[src/hcc_pkg.sv]
// Shared constants, types and helpers for the hex colour command parser.
package hcc_pkg;

	localparam int unsigned BYTE_W  = 8;
	localparam int unsigned COUNT_W = 8;
	localparam int unsigned NIB_W   = 4;
	localparam int unsigned NUM_NIB = 6;

	localparam logic [BYTE_W-1:0] CHAR_NUL  = 8'd0;
	localparam logic [BYTE_W-1:0] CHAR_LF   = 8'd10;
	localparam logic [BYTE_W-1:0] CHAR_CR   = 8'd13;
	localparam logic [BYTE_W-1:0] CHAR_HASH = 8'h23;
	localparam logic [BYTE_W-1:0] CHAR_0    = 8'h30;
	localparam logic [BYTE_W-1:0] CHAR_9    = 8'h39;
	localparam logic [BYTE_W-1:0] CHAR_A    = 8'h41;
	localparam logic [BYTE_W-1:0] CHAR_F    = 8'h46;

	// '#' plus six digits
	localparam logic [COUNT_W-1:0] COLOR_LINE_LEN = 8'd7;

	typedef struct packed {
		logic              ok;
		logic [NIB_W-1:0]  value;
	} hex_digit_t;

	// Decode one uppercase hex digit.
	function automatic hex_digit_t hex_decode(input logic [BYTE_W-1:0] c);
		hex_digit_t d;
		logic [BYTE_W-1:0] diff;
		d = '{ok: 1'b0, value: '0};
		if (c >= CHAR_0 && c <= CHAR_9) begin
			diff = c - CHAR_0;
			d = '{ok: 1'b1, value: diff[NIB_W-1:0]};
		end else if (c >= CHAR_A && c <= CHAR_F) begin
			diff = c - CHAR_A + 8'd10;
			d = '{ok: 1'b1, value: diff[NIB_W-1:0]};
		end
		return d;
	endfunction

endpackage

[src/hcc_if.sv]
// Valid/ready channel interfaces for received and transmitted bytes.
interface hcc_rx_if
	import hcc_pkg::*;
();
	logic              valid;
	logic              ready;
	logic [BYTE_W-1:0] rx_byte;

	modport source (output valid, output rx_byte, input ready);
	modport sink   (input valid, input rx_byte, output ready);
endinterface

interface hcc_tx_if
	import hcc_pkg::*;
();
	logic              valid;
	logic              ready;
	logic [BYTE_W-1:0] tx_byte;
	logic              last;
	logic              color_set;
	logic [BYTE_W-1:0] red;
	logic [BYTE_W-1:0] green;
	logic [BYTE_W-1:0] blue;
	logic              red_on;
	logic              green_on;
	logic              blue_on;

	modport source (
		output valid, output tx_byte, output last, output color_set,
		output red, output green, output blue,
		output red_on, output green_on, output blue_on,
		input ready
	);
	modport sink (
		input valid, input tx_byte, input last, input color_set,
		input red, input green, input blue,
		input red_on, input green_on, input blue_on,
		output ready
	);
endinterface

[src/hex_color_command_parser.sv]
// Serial colour command parser: echo, line collection and RGB duty decode.
//
//  channel | dir | payload                                   | per request
//  --------+-----+-------------------------------------------+--------------------------
//  rx      | in  | rx_byte                                   | one received byte
//  tx      | out | tx_byte, last, color_set, red/green/blue, | one byte; three after CR
//          |     | red_on/green_on/blue_on                   |
//
// A byte sits in the input register and leaves one result a cycle into the output
// register while tx does not stall: one result per ordinary byte, three for a carriage
// return (CR, CR, LF from the step sequencer). A new byte is taken in the cycle its
// predecessor issues its last result. Reset clears the line state to an empty valid line.
// The output register holds under tx stall; the input register then holds too.
module hex_color_command_parser
	import hcc_pkg::*;
#(
	parameter int unsigned LINE_DEPTH = 128
) (
	input  logic      clk,
	input  logic      arst_n,
	hcc_rx_if.sink    rx,
	hcc_tx_if.source  tx
);

	typedef enum logic [2:0] {
		STEP_ECHO = 3'b001,
		STEP_CR   = 3'b010,
		STEP_LF   = 3'b100
	} step_t;

	localparam logic [COUNT_W-1:0] DEPTH_MAX = COUNT_W'(LINE_DEPTH);

	logic              valid_s1;
	logic [BYTE_W-1:0] byte_s1;
	step_t             step_q;

	logic [COUNT_W-1:0] count_q;
	logic [NIB_W-1:0]   nib_q [NUM_NIB];
	logic               ok_q;

	logic              tx_valid_q;
	logic [BYTE_W-1:0] tx_byte_q;
	logic              last_q;
	logic              color_set_q;
	logic [BYTE_W-1:0] red_q;
	logic [BYTE_W-1:0] green_q;
	logic [BYTE_W-1:0] blue_q;

	logic              out_free;
	logic              issue;
	logic              is_cr;
	logic              is_nul;
	logic              final_item;
	logic              pop;
	logic              color_ok;
	logic [BYTE_W-1:0] next_tx;
	logic [BYTE_W-1:0] red_c;
	logic [BYTE_W-1:0] green_c;
	logic [BYTE_W-1:0] blue_c;
	hex_digit_t        digit;

	always_comb begin
		out_free   = !tx_valid_q || tx.ready;
		issue      = valid_s1 && out_free;
		is_cr      = (byte_s1 == CHAR_CR);
		is_nul     = (byte_s1 == CHAR_NUL);
		final_item = !is_cr || (step_q == STEP_LF);
		pop        = issue && final_item;
		color_ok   = (count_q == COLOR_LINE_LEN) && ok_q;
		red_c      = {nib_q[0], nib_q[1]};
		green_c    = {nib_q[2], nib_q[3]};
		blue_c     = {nib_q[4], nib_q[5]};
		digit      = hex_decode(byte_s1);
		next_tx    = byte_s1;
		if (is_cr && step_q == STEP_LF) begin
			next_tx = CHAR_LF;
		end
	end

	assign rx.ready = !valid_s1 || pop;

	// input register and CR step sequencer
	always_ff @(posedge clk or negedge arst_n) begin
		if (!arst_n) begin
			valid_s1 <= 1'b0;
			step_q   <= STEP_ECHO;
		end else begin
			if (rx.valid && rx.ready) begin
				valid_s1 <= 1'b1;
			end else if (pop) begin
				valid_s1 <= 1'b0;
			end
			if (issue && is_cr) begin
				case (step_q)
					STEP_ECHO: step_q <= STEP_CR;
					STEP_CR:   step_q <= STEP_LF;
					STEP_LF:   step_q <= STEP_ECHO;
					default:   step_q <= STEP_ECHO;
				endcase
			end
		end
	end

	always_ff @(posedge clk) begin
		if (rx.valid && rx.ready) begin
			byte_s1 <= rx.rx_byte;
		end
	end

	// line state: advance when a non-NUL byte retires
	always_ff @(posedge clk or negedge arst_n) begin
		if (!arst_n) begin
			count_q <= '0;
			ok_q    <= 1'b1;
			for (int i = 0; i < NUM_NIB; i++) begin
				nib_q[i] <= '0;
			end
		end else if (pop && !is_nul) begin
			if (is_cr) begin
				count_q <= '0;
				ok_q    <= 1'b1;
				for (int i = 0; i < NUM_NIB; i++) begin
					nib_q[i] <= '0;
				end
			end else begin
				if (count_q == '0) begin
					if (byte_s1 != CHAR_HASH) begin
						ok_q <= 1'b0;
					end
				end else if (count_q < COLOR_LINE_LEN) begin
					if (!digit.ok) begin
						ok_q <= 1'b0;
					end
					for (int i = 0; i < NUM_NIB; i++) begin
						if (digit.ok && count_q == COUNT_W'(i + 1)) begin
							nib_q[i] <= digit.value;
						end
					end
				end else begin
					ok_q <= 1'b0;
				end
				if (count_q < DEPTH_MAX) begin
					count_q <= count_q + 1'b1;
				end
			end
		end
	end

	// output register
	always_ff @(posedge clk or negedge arst_n) begin
		if (!arst_n) begin
			tx_valid_q <= 1'b0;
		end else if (issue) begin
			tx_valid_q <= 1'b1;
		end else if (tx.ready) begin
			tx_valid_q <= 1'b0;
		end
	end

	always_ff @(posedge clk) begin
		if (issue) begin
			tx_byte_q <= next_tx;
			last_q    <= final_item;
			if (is_cr && step_q == STEP_LF && color_ok) begin
				color_set_q <= 1'b1;
				red_q       <= red_c;
				green_q     <= green_c;
				blue_q      <= blue_c;
			end else begin
				color_set_q <= 1'b0;
				red_q       <= '0;
				green_q     <= '0;
				blue_q      <= '0;
			end
		end
	end

	assign tx.valid     = tx_valid_q;
	assign tx.tx_byte   = tx_byte_q;
	assign tx.last      = last_q;
	assign tx.color_set = color_set_q;
	assign tx.red       = red_q;
	assign tx.green     = green_q;
	assign tx.blue      = blue_q;
	assign tx.red_on    = (red_q != '0);
	assign tx.green_on  = (green_q != '0);
	assign tx.blue_on   = (blue_q != '0);

endmodule

[src/flat_wrapper.sv]
// flat-port wrapper written by rule: the top's interface ports become plain ports
module hex_color_command_parser_flat import hcc_pkg::*;
#(
	parameter int unsigned LINE_DEPTH = 128
)
  (clk, arst_n, rx_valid, rx_rx_byte, rx_ready, tx_valid, tx_tx_byte, tx_last, tx_color_set, tx_red, tx_green, tx_blue, tx_red_on, tx_green_on, tx_blue_on, tx_ready);
  hcc_rx_if rx_i ();
  hcc_tx_if tx_i ();
  input  logic clk;
  input  logic arst_n;
  input wire logic [$bits(rx_i.valid)-1:0] rx_valid;
  input wire logic [$bits(rx_i.rx_byte)-1:0] rx_rx_byte;
  output wire logic [$bits(rx_i.ready)-1:0] rx_ready;
  output wire logic [$bits(tx_i.valid)-1:0] tx_valid;
  output wire logic [$bits(tx_i.tx_byte)-1:0] tx_tx_byte;
  output wire logic [$bits(tx_i.last)-1:0] tx_last;
  output wire logic [$bits(tx_i.color_set)-1:0] tx_color_set;
  output wire logic [$bits(tx_i.red)-1:0] tx_red;
  output wire logic [$bits(tx_i.green)-1:0] tx_green;
  output wire logic [$bits(tx_i.blue)-1:0] tx_blue;
  output wire logic [$bits(tx_i.red_on)-1:0] tx_red_on;
  output wire logic [$bits(tx_i.green_on)-1:0] tx_green_on;
  output wire logic [$bits(tx_i.blue_on)-1:0] tx_blue_on;
  input wire logic [$bits(tx_i.ready)-1:0] tx_ready;
  assign rx_i.valid = rx_valid;
  assign rx_i.rx_byte = rx_rx_byte;
  assign rx_ready = rx_i.ready;
  assign tx_valid = tx_i.valid;
  assign tx_tx_byte = tx_i.tx_byte;
  assign tx_last = tx_i.last;
  assign tx_color_set = tx_i.color_set;
  assign tx_red = tx_i.red;
  assign tx_green = tx_i.green;
  assign tx_blue = tx_i.blue;
  assign tx_red_on = tx_i.red_on;
  assign tx_green_on = tx_i.green_on;
  assign tx_blue_on = tx_i.blue_on;
  assign tx_i.ready = tx_ready;
  hex_color_command_parser #(.LINE_DEPTH(LINE_DEPTH)) u_core (.clk(clk), .arst_n(arst_n), .rx(rx_i), .tx(tx_i));
endmodule
[config.mk]
export PLATFORM = sky130hd
export DESIGN_NAME = hex_color_command_parser_flat
export DESIGN_NICKNAME = d
export VERILOG_FILES = /design/src/hcc_pkg.sv /design/src/hcc_if.sv /design/src/hex_color_command_parser.sv /design/src/flat_wrapper.sv
export SDC_FILE = /design/constraint.sdc
export NUM_CORES = 1
export LEC_CHECK = 0
export BUFFER_PORTS_ARGS = -buffer_cell sky130_fd_sc_hd__buf_2
export CAP_MARGIN = 20
export CORE_UTILIZATION = 29
export DETAILED_ROUTE_END_ITERATION = 8
export SLEW_MARGIN = 40
export SYNTH_ARGS = -nofsm -noshare
export SYNTH_HDL_FRONTEND = slang
export SYNTH_SLANG_ARGS = --single-unit
[constraint.sdc]
create_clock -name clk -period 3.1 [get_ports clk]
set_input_delay 0.155 -clock clk [delete_from_list [all_inputs] [get_ports clk]]
set_output_delay 0.155 -clock clk [all_outputs]
set_load 0.1 [all_outputs]
# --- After elaboration in Yosys (flattened, before gate mapping) ---
# Index checks and enable logic that the tools add are counted.
word_totals:
  reg_bits: 80
  in_bits: 12
  out_inout_bits: 39
  wordCells: 113
op_classes:
  n_addsub: 4
  n_lt_le_gt_ge: 6
  eq_ne: 15
  muxes: 24
  n_reduce_logical: 46
op_table:
  columns: ["operator", "n"]
  rows:
  - ["24-bit two-way mux", 3]
  - ["8-bit by 3-bit equality test with 1-bit output, second input constant", 4]
  - ["4-bit two-way mux", 6]
  - ["4-bit AND reduction", 6]
  - ["8-bit nonzero test", 3]
  - ["2-bit nonzero test", 10]
  - ["8-bit by 2-bit equality test with 1-bit output, second input constant", 2]
  - ["1-bit logical AND", 16]
  - ["8-bit zero test", 2]
  - ["8-bit two-way mux", 2]
  - ["1-bit two-way mux", 10]
  - ["5-bit two-way mux", 2]
  - ["8-bit by 1-bit adder with 8-bit output, second input constant", 1]
  - ["8-bit by 1-bit equality test with 1-bit output, second input constant", 1]
  - ["8-bit by 4-bit equality test with 1-bit output, second input constant", 1]
  - ["8-bit by 6-bit >= comparator with 1-bit output, second input constant", 1]
  - ["8-bit by 7-bit >= comparator with 1-bit output, second input constant", 1]
  - ["8-bit by 6-bit <= comparator with 1-bit output, second input constant", 1]
  - ["8-bit by 7-bit <= comparator with 1-bit output, second input constant", 1]
  - ["8-bit by 3-bit < comparator with 1-bit output, second input constant", 1]
  - ["8-bit < comparator, second input constant", 1]
  - ["8-bit by 6-bit != test with 1-bit output, second input constant", 1]
  - ["4-bit by 1-bit subtractor with 4-bit output, second input constant", 2]
  - ["3-bit case mux with 2 select lines", 1]
  - ["11 further kinds", 16]

# --- Longest topological paths before layout ---
logic_depth:
  depth_word: 9
  mapped_depth: 8
  depth_no_buf: 7

# --- Worst setup path before layout ---
# OpenSTA, ideal clock, no wires.
synth_timing:
  kind: "register to register"
  startpoint: "register u_core.tx_valid_q, in the netlist u_core.tx.valid"
  endpoint: "register u_core.byte_s1[0], enable pin"
  setup_ns: 0.333
  arrival_ns: 3.824
  t_required_ns: 2.767
  slack_ns: -1.057
  path_stages_with_launch: 5
  path_buffers: 0
  period_less_slack_ns: 4.157
  path_cell_list: "dfrtp_1 -> or2b_2 -> nand2_1 -> o21ai_0 -> and2_1"
synth_between:
  elab_chain_len: 6
synth_rtl:
  columns: ["element", "line", "text"]
  rows:
  - ["start: declaration", "hex_color_command_parser.sv:41", "logic tx_valid_q;"]
  - ["start signal: assignment", "hex_color_command_parser.sv:152", "tx_valid_q <= 1'b0;"]
  - ["start signal: assignment", "hex_color_command_parser.sv:154", "tx_valid_q <= 1'b1;"]
  - ["start signal: assignment", "hex_color_command_parser.sv:156", "tx_valid_q <= 1'b0;"]
  - ["1-bit zero test", "hex_color_command_parser.sv:63", "out_free = !tx_valid_q || tx.ready;"]
  - ["1-bit logical OR", "hex_color_command_parser.sv:63", null]
  - ["1-bit logical AND", "hex_color_command_parser.sv:64", "issue = valid_s1 && out_free;"]
  - ["1-bit logical AND", "hex_color_command_parser.sv:68", "pop = issue && final_item;"]
  - ["1-bit logical OR", "hex_color_command_parser.sv:80", "assign rx.ready = !valid_s1 || pop;"]
  - ["named net rx_ready", "flat_wrapper.sv:13", "output wire logic [$bits(rx_i.ready)-1:0] rx_ready;"]
  - ["1-bit logical AND", "hex_color_command_parser.sv:105", "if (rx.valid && rx.ready) begin"]
  - ["end signal: assignment", "hex_color_command_parser.sv:106", "byte_s1 <= rx.rx_byte;"]
  - ["end: declaration", "hex_color_command_parser.sv:34", "logic [BYTE_W-1:0] byte_s1;"]
# The timed path passes the listed nets, and every way through them passes these cells.
# A chain may end at the register's enable or synchronous reset.

# --- Worst setup path after layout ---
layout_timing:
  startpoint: "register u_core.byte_s1[0]"
  endpoint: "register u_core.nib_q (netlist bit u_core.blue_c[7])"
layout_between:
  elab_chain_len: 8
  word_cells_on_any_way: 27
  classes_between: "add/sub (3); order compare (4); eq/ne (2); mux (6); reduce/logical (12)"
layout_rtl:
  columns: ["element", "line", "text"]
  rows:
  - ["4-bit by 1-bit subtractor with 4-bit output (tied with other cells)", "hcc_pkg.sv:35", "diff = c - CHAR_A + 8'd10;"]
  - ["4-bit adder / 1-bit logical AND (equally long branches)", "hcc_pkg.sv:35, hcc_pkg.sv:34", null]
  - ["5-bit two-way mux", "hcc_pkg.sv:34", "end else if (c >= CHAR_A && c <= CHAR_F) begin"]
  - ["5-bit two-way mux", "hcc_pkg.sv:31", "if (c >= CHAR_0 && c <= CHAR_9) begin"]
  - ["4-bit two-way mux", "hex_color_command_parser.sv:135", "if (digit.ok && count_q == COUNT_W'(i + 1)) begin"]
  - ["24-bit two-way mux", "hex_color_command_parser.sv:130", "end else if (count_q < COLOR_LINE_LEN) begin"]
  - ["24-bit two-way mux", "hex_color_command_parser.sv:126", "if (count_q == '0) begin"]
  - ["24-bit two-way mux", "hex_color_command_parser.sv:119", "if (is_cr) begin"]
  - ["end signal: indexed assignment", "hex_color_command_parser.sv:136", "nib_q[i] <= digit.value;"]
  - ["end: declaration", "hex_color_command_parser.sv:38", "logic [NIB_W-1:0] nib_q [NUM_NIB];"]
# Parallel ways exist; a longest one is shown, timed or not. The select of a mux whose other input is x is not followed.

==> run metrics <==
outcome=complete, no violations; clock buffer depth=2; RSZ-0062 raised after global routing=false; CTS tree=done; max-slew violation count=0; worst hold path class=input pin to register; max incr delay on CP=roughly 0.48 ns; I/O pin count=51; largest net degree at the start of global routing=39; Inserted Diodes=0; Initial Utilization=a little under a third; post-DR wirelength/cell=roughly 14 um; PnR Total Power=between 2000 and 3000 uW; vias per std cell=~4.5; fraction of layout cells with a size suffix above 1=between 20% and 30%; Final Cycle Share=about 83%; GRT Residual Overflow=0; Net Sw Power=between 1000 and 1500 uW; area added between synthesis and finish=21.5%; Synth Instances=about 270; Sequential Power Share=44.3%; commonest non-fill, non-tap cell in the layout=buf_2; critical path class=register to register; total CTS buffers=9; first-pass GRT wire length=11300 um; maximum vdd ir drop=about 0.28 mV; via count=roughly 2.3k; Routed Antenna Nets=0; Placeable Area=12300 um^2; routed wire length=6780 um; Clk pwr share=approximately a third; initial DRC count=approximately 100; Clk Latency, worst-skew pair=0.34 ns; Die Width=around 120 um; switching share of power=34.1%; syn nets=roughly 290; GRT Total Usage=a little under an eighth; PwrDens=656 nW/um^2; die height=115 um; Clk Tree Root Cell=clkbuf_16; clock skew=0.00969 ns; port bufs=50; Final GP Congestion=approximately 0.84; WP data arrival=roughly 2.8 ns; worst-path cell chain=inv_1, ha_1, or3b_2, o211ai_2, nor2_4, a31oi_4, mux2_1; Sum Neg Setup Slack=0 ns; detailed-route DRC error count=0; internal power=a little under 2000 uW; clock sinks=80; Post-CTS Resized=0; FMAX=between 300 and 400 MHz; post-detail-place hpwl=4880 um; Core Rows=40; syn_area_per_cell=between 10 and 15 um^2; Unique masters post-synth=52; initial antenna violation count=0; First-pass DRT Iterations=4; post-layout util=36.8%; Tmin final=approximately 2.6 ns; Synth Cell Area=~3700 um^2; Worst Path Max Fanout=8; Final Hold Viols=0; Clock Pin Slew Worst Setup and Hold Paths=around 0.060 ns; Gate power share=a little over a fifth; WP data required=about 3.3 ns; die area=13300 um^2; CP Launch Type=register; most frequent cells in the layout=buf_2 (49), edfxtp_1 (42), dfrtp_1 (36), and2_1 (25), mux2_1 (18); number of synthesized register bits=80; nets=~350; CTS H-tree depth=3; Seq/Total Area, Yosys=approximately 60%; synth warn=0; final setup fails=0; max-cap check violation count=0; crit end category=register; Slew HR=between 50% and 60%; critical-path cell with the highest stage delay=or3b_2; Static Leakage=about 0.0019 uW; worst-margin pin slew=between 0.6 and 0.7 ns; vias in the first global route=approximately 2.2k
[synthesized netlist by cell type, drive strengths merged]
| master | count | area share, % |
|---|---|---|
| edfxtp | 42 | 34 |
| buf | 2 | 0.51 |
| inv | 8 | 0.81 |
| clkbuf | 6 | 0.61 |
| nor3b | 4 | 1.1 |
| or2b | 1 | 0.24 |
| nor4b | 3 | 0.71 |
| nand3b | 1 | 0.20 |
| o211a | 1 | 0.47 |
| a22o | 3 | 0.71 |
| and3b | 1 | 0.24 |
| xnor2 | 4 | 0.94 |
| nand2b | 3 | 0.51 |
| nand2 | 9 | 0.91 |
| dfrtp | 36 | 24 |
| mux2i | 1 | 0.27 |
| and2 | 25 | 4.2 |
| o21bai | 1 | 0.20 |
| nand3 | 3 | 0.40 |
| or3 | 3 | 0.54 |
| a21oi | 4 | 0.84 |
| o21ai | 9 | 1.2 |
| nand4 | 3 | 0.51 |
| nor2 | 12 | 1.6 |
| nor2b | 5 | 0.84 |
| ha | 8 | 2.7 |
| o211ai | 1 | 0.34 |
| or4 | 1 | 0.30 |
| dlygate4sd3 | 1 | 0.27 |
| dfstp | 2 | 1.4 |
| or3b | 1 | 0.24 |
| or4bb | 1 | 0.30 |
| and3 | 11 | 1.9 |
| mux2 | 25 | 8.2 |
| o41ai | 1 | 0.24 |
| o22a | 1 | 0.24 |
| nor3 | 2 | 0.27 |
| a41oi | 1 | 0.24 |
| a211oi | 2 | 0.40 |
| a31oi | 7 | 3.6 |
| nor4 | 11 | 2.6 |
[area by class of cell]
type / instances / area [um^2]
sequential: 80 / 2210
timing repair buffer: 60 / 348
tap: 168 / 210
clock buffer: 11 / 243
inverter: 8 / 30.0
fill: 1185 / 7750
clock inverter: 5 / 40.0
multi-input combinational: 169 / 1430
[logic make-up after synthesis]
family / after synthesis / share of synthesized area, %
compound gates: 31 / 8.49
xor+xnor: 4 / 0.943
fa+ha+maj: 8 / 2.69
buf+inv: 17 / 2.19
flops: 80 / 59.6
mux: 26 / 8.45
simple gates: 100 / 17.6
[sequential cells by signal, summed over array words and instances (netlist names)]
name and flops:
u_core.tx.red 8, u_core.tx.last 1, u_core.tx.color_set 1, u_core.valid_s1 1, u_core.step_q 3, u_core.nib_q 8
u_core.tx.tx_byte 8, u_core.tx.green 8, u_core.count_q 8, u_core.tx.blue 8, u_core.tx.valid 1, u_core.blue_c 8
u_core.byte_s1 8, u_core.ok_q 1, u_core.green_c 8
[power by group through the flow]
stage | combinational, uW | clock, uW | sequential [uW]
after global routing | 699 | 1060 | 1320
after floorplan | 276 | 0 | 1570
after CTS | 659 | 1020 | 1310
after detailed placement | 649 | 0 | 1330
after global placement | 649 | 0 | 1330
final | 652 | 998 | 1310
[layer usage]
metal / routed length, um / track usage [%] / up-vias
met3: 300 / 3.22 / 13
met2: 3030 / 17.9 / 54
met1: 3320 / 14.3 / 1082
met5: 0 / 0 / -
li1: - / - / 1105
met4: 129 / 5.19 / 0
[path summary, 6_finish.rpt]
path                                   startpoint                 to  slack (ns)  depth (start not counted)
min in group asynchronous                  arst_n  u_core.count_q[4]        0.32                          2
worst min-delay path                rx_rx_byte[0]  u_core.byte_s1[0]        0.02                          1
worst max-delay path            u_core.byte_s1[0]   u_core.blue_c[7]        0.53                          7
worst min register to register   u_core.nib_q[22]   u_core.nib_q[22]        0.48                          1
max in group asynchronous                  arst_n        u_core.ok_q        2.41                          2
worst max register to register  u_core.byte_s1[0]   u_core.blue_c[7]        0.53                          7
[worst max-delay path, delay by kind of cell (launching register included)]
family,cells,cell delay [ns]
AOI/OAI and AO/OA,2,0.64
adders and majority gates,1,0.21
DFF,1,0.44
muxes,1,0.35
and+or+nand+nor,2,0.65
buffers and inverters,1,0.16
[metrics by stage]
step / worst slack (ns) / instance area (um^2) / std cells / hold WS [ns]
3_5_place_dp: 0.536 / 4150 / 477 / 0.166
3_3_place_gp: 0.644 / 4150 / 477 / 0.325
4_1_cts: 0.514 / 4510 / 501 / 0.0114
6_report: 0.532 / 4510 / 501 / 0.0210
2_1_floorplan: 0.360 / 3720 / 266 / -0.141
5_1_grt: 0.373 / 4510 / 501 / 0.0121
[repair_timing]
item,4_1_cts,5_1_grt
hold buffers,8,0
endpoints found under the setup margin,0,0
buffers inserted,0,0
endpoints found under the hold margin,43,0
(Power assumes the default switching activity.)
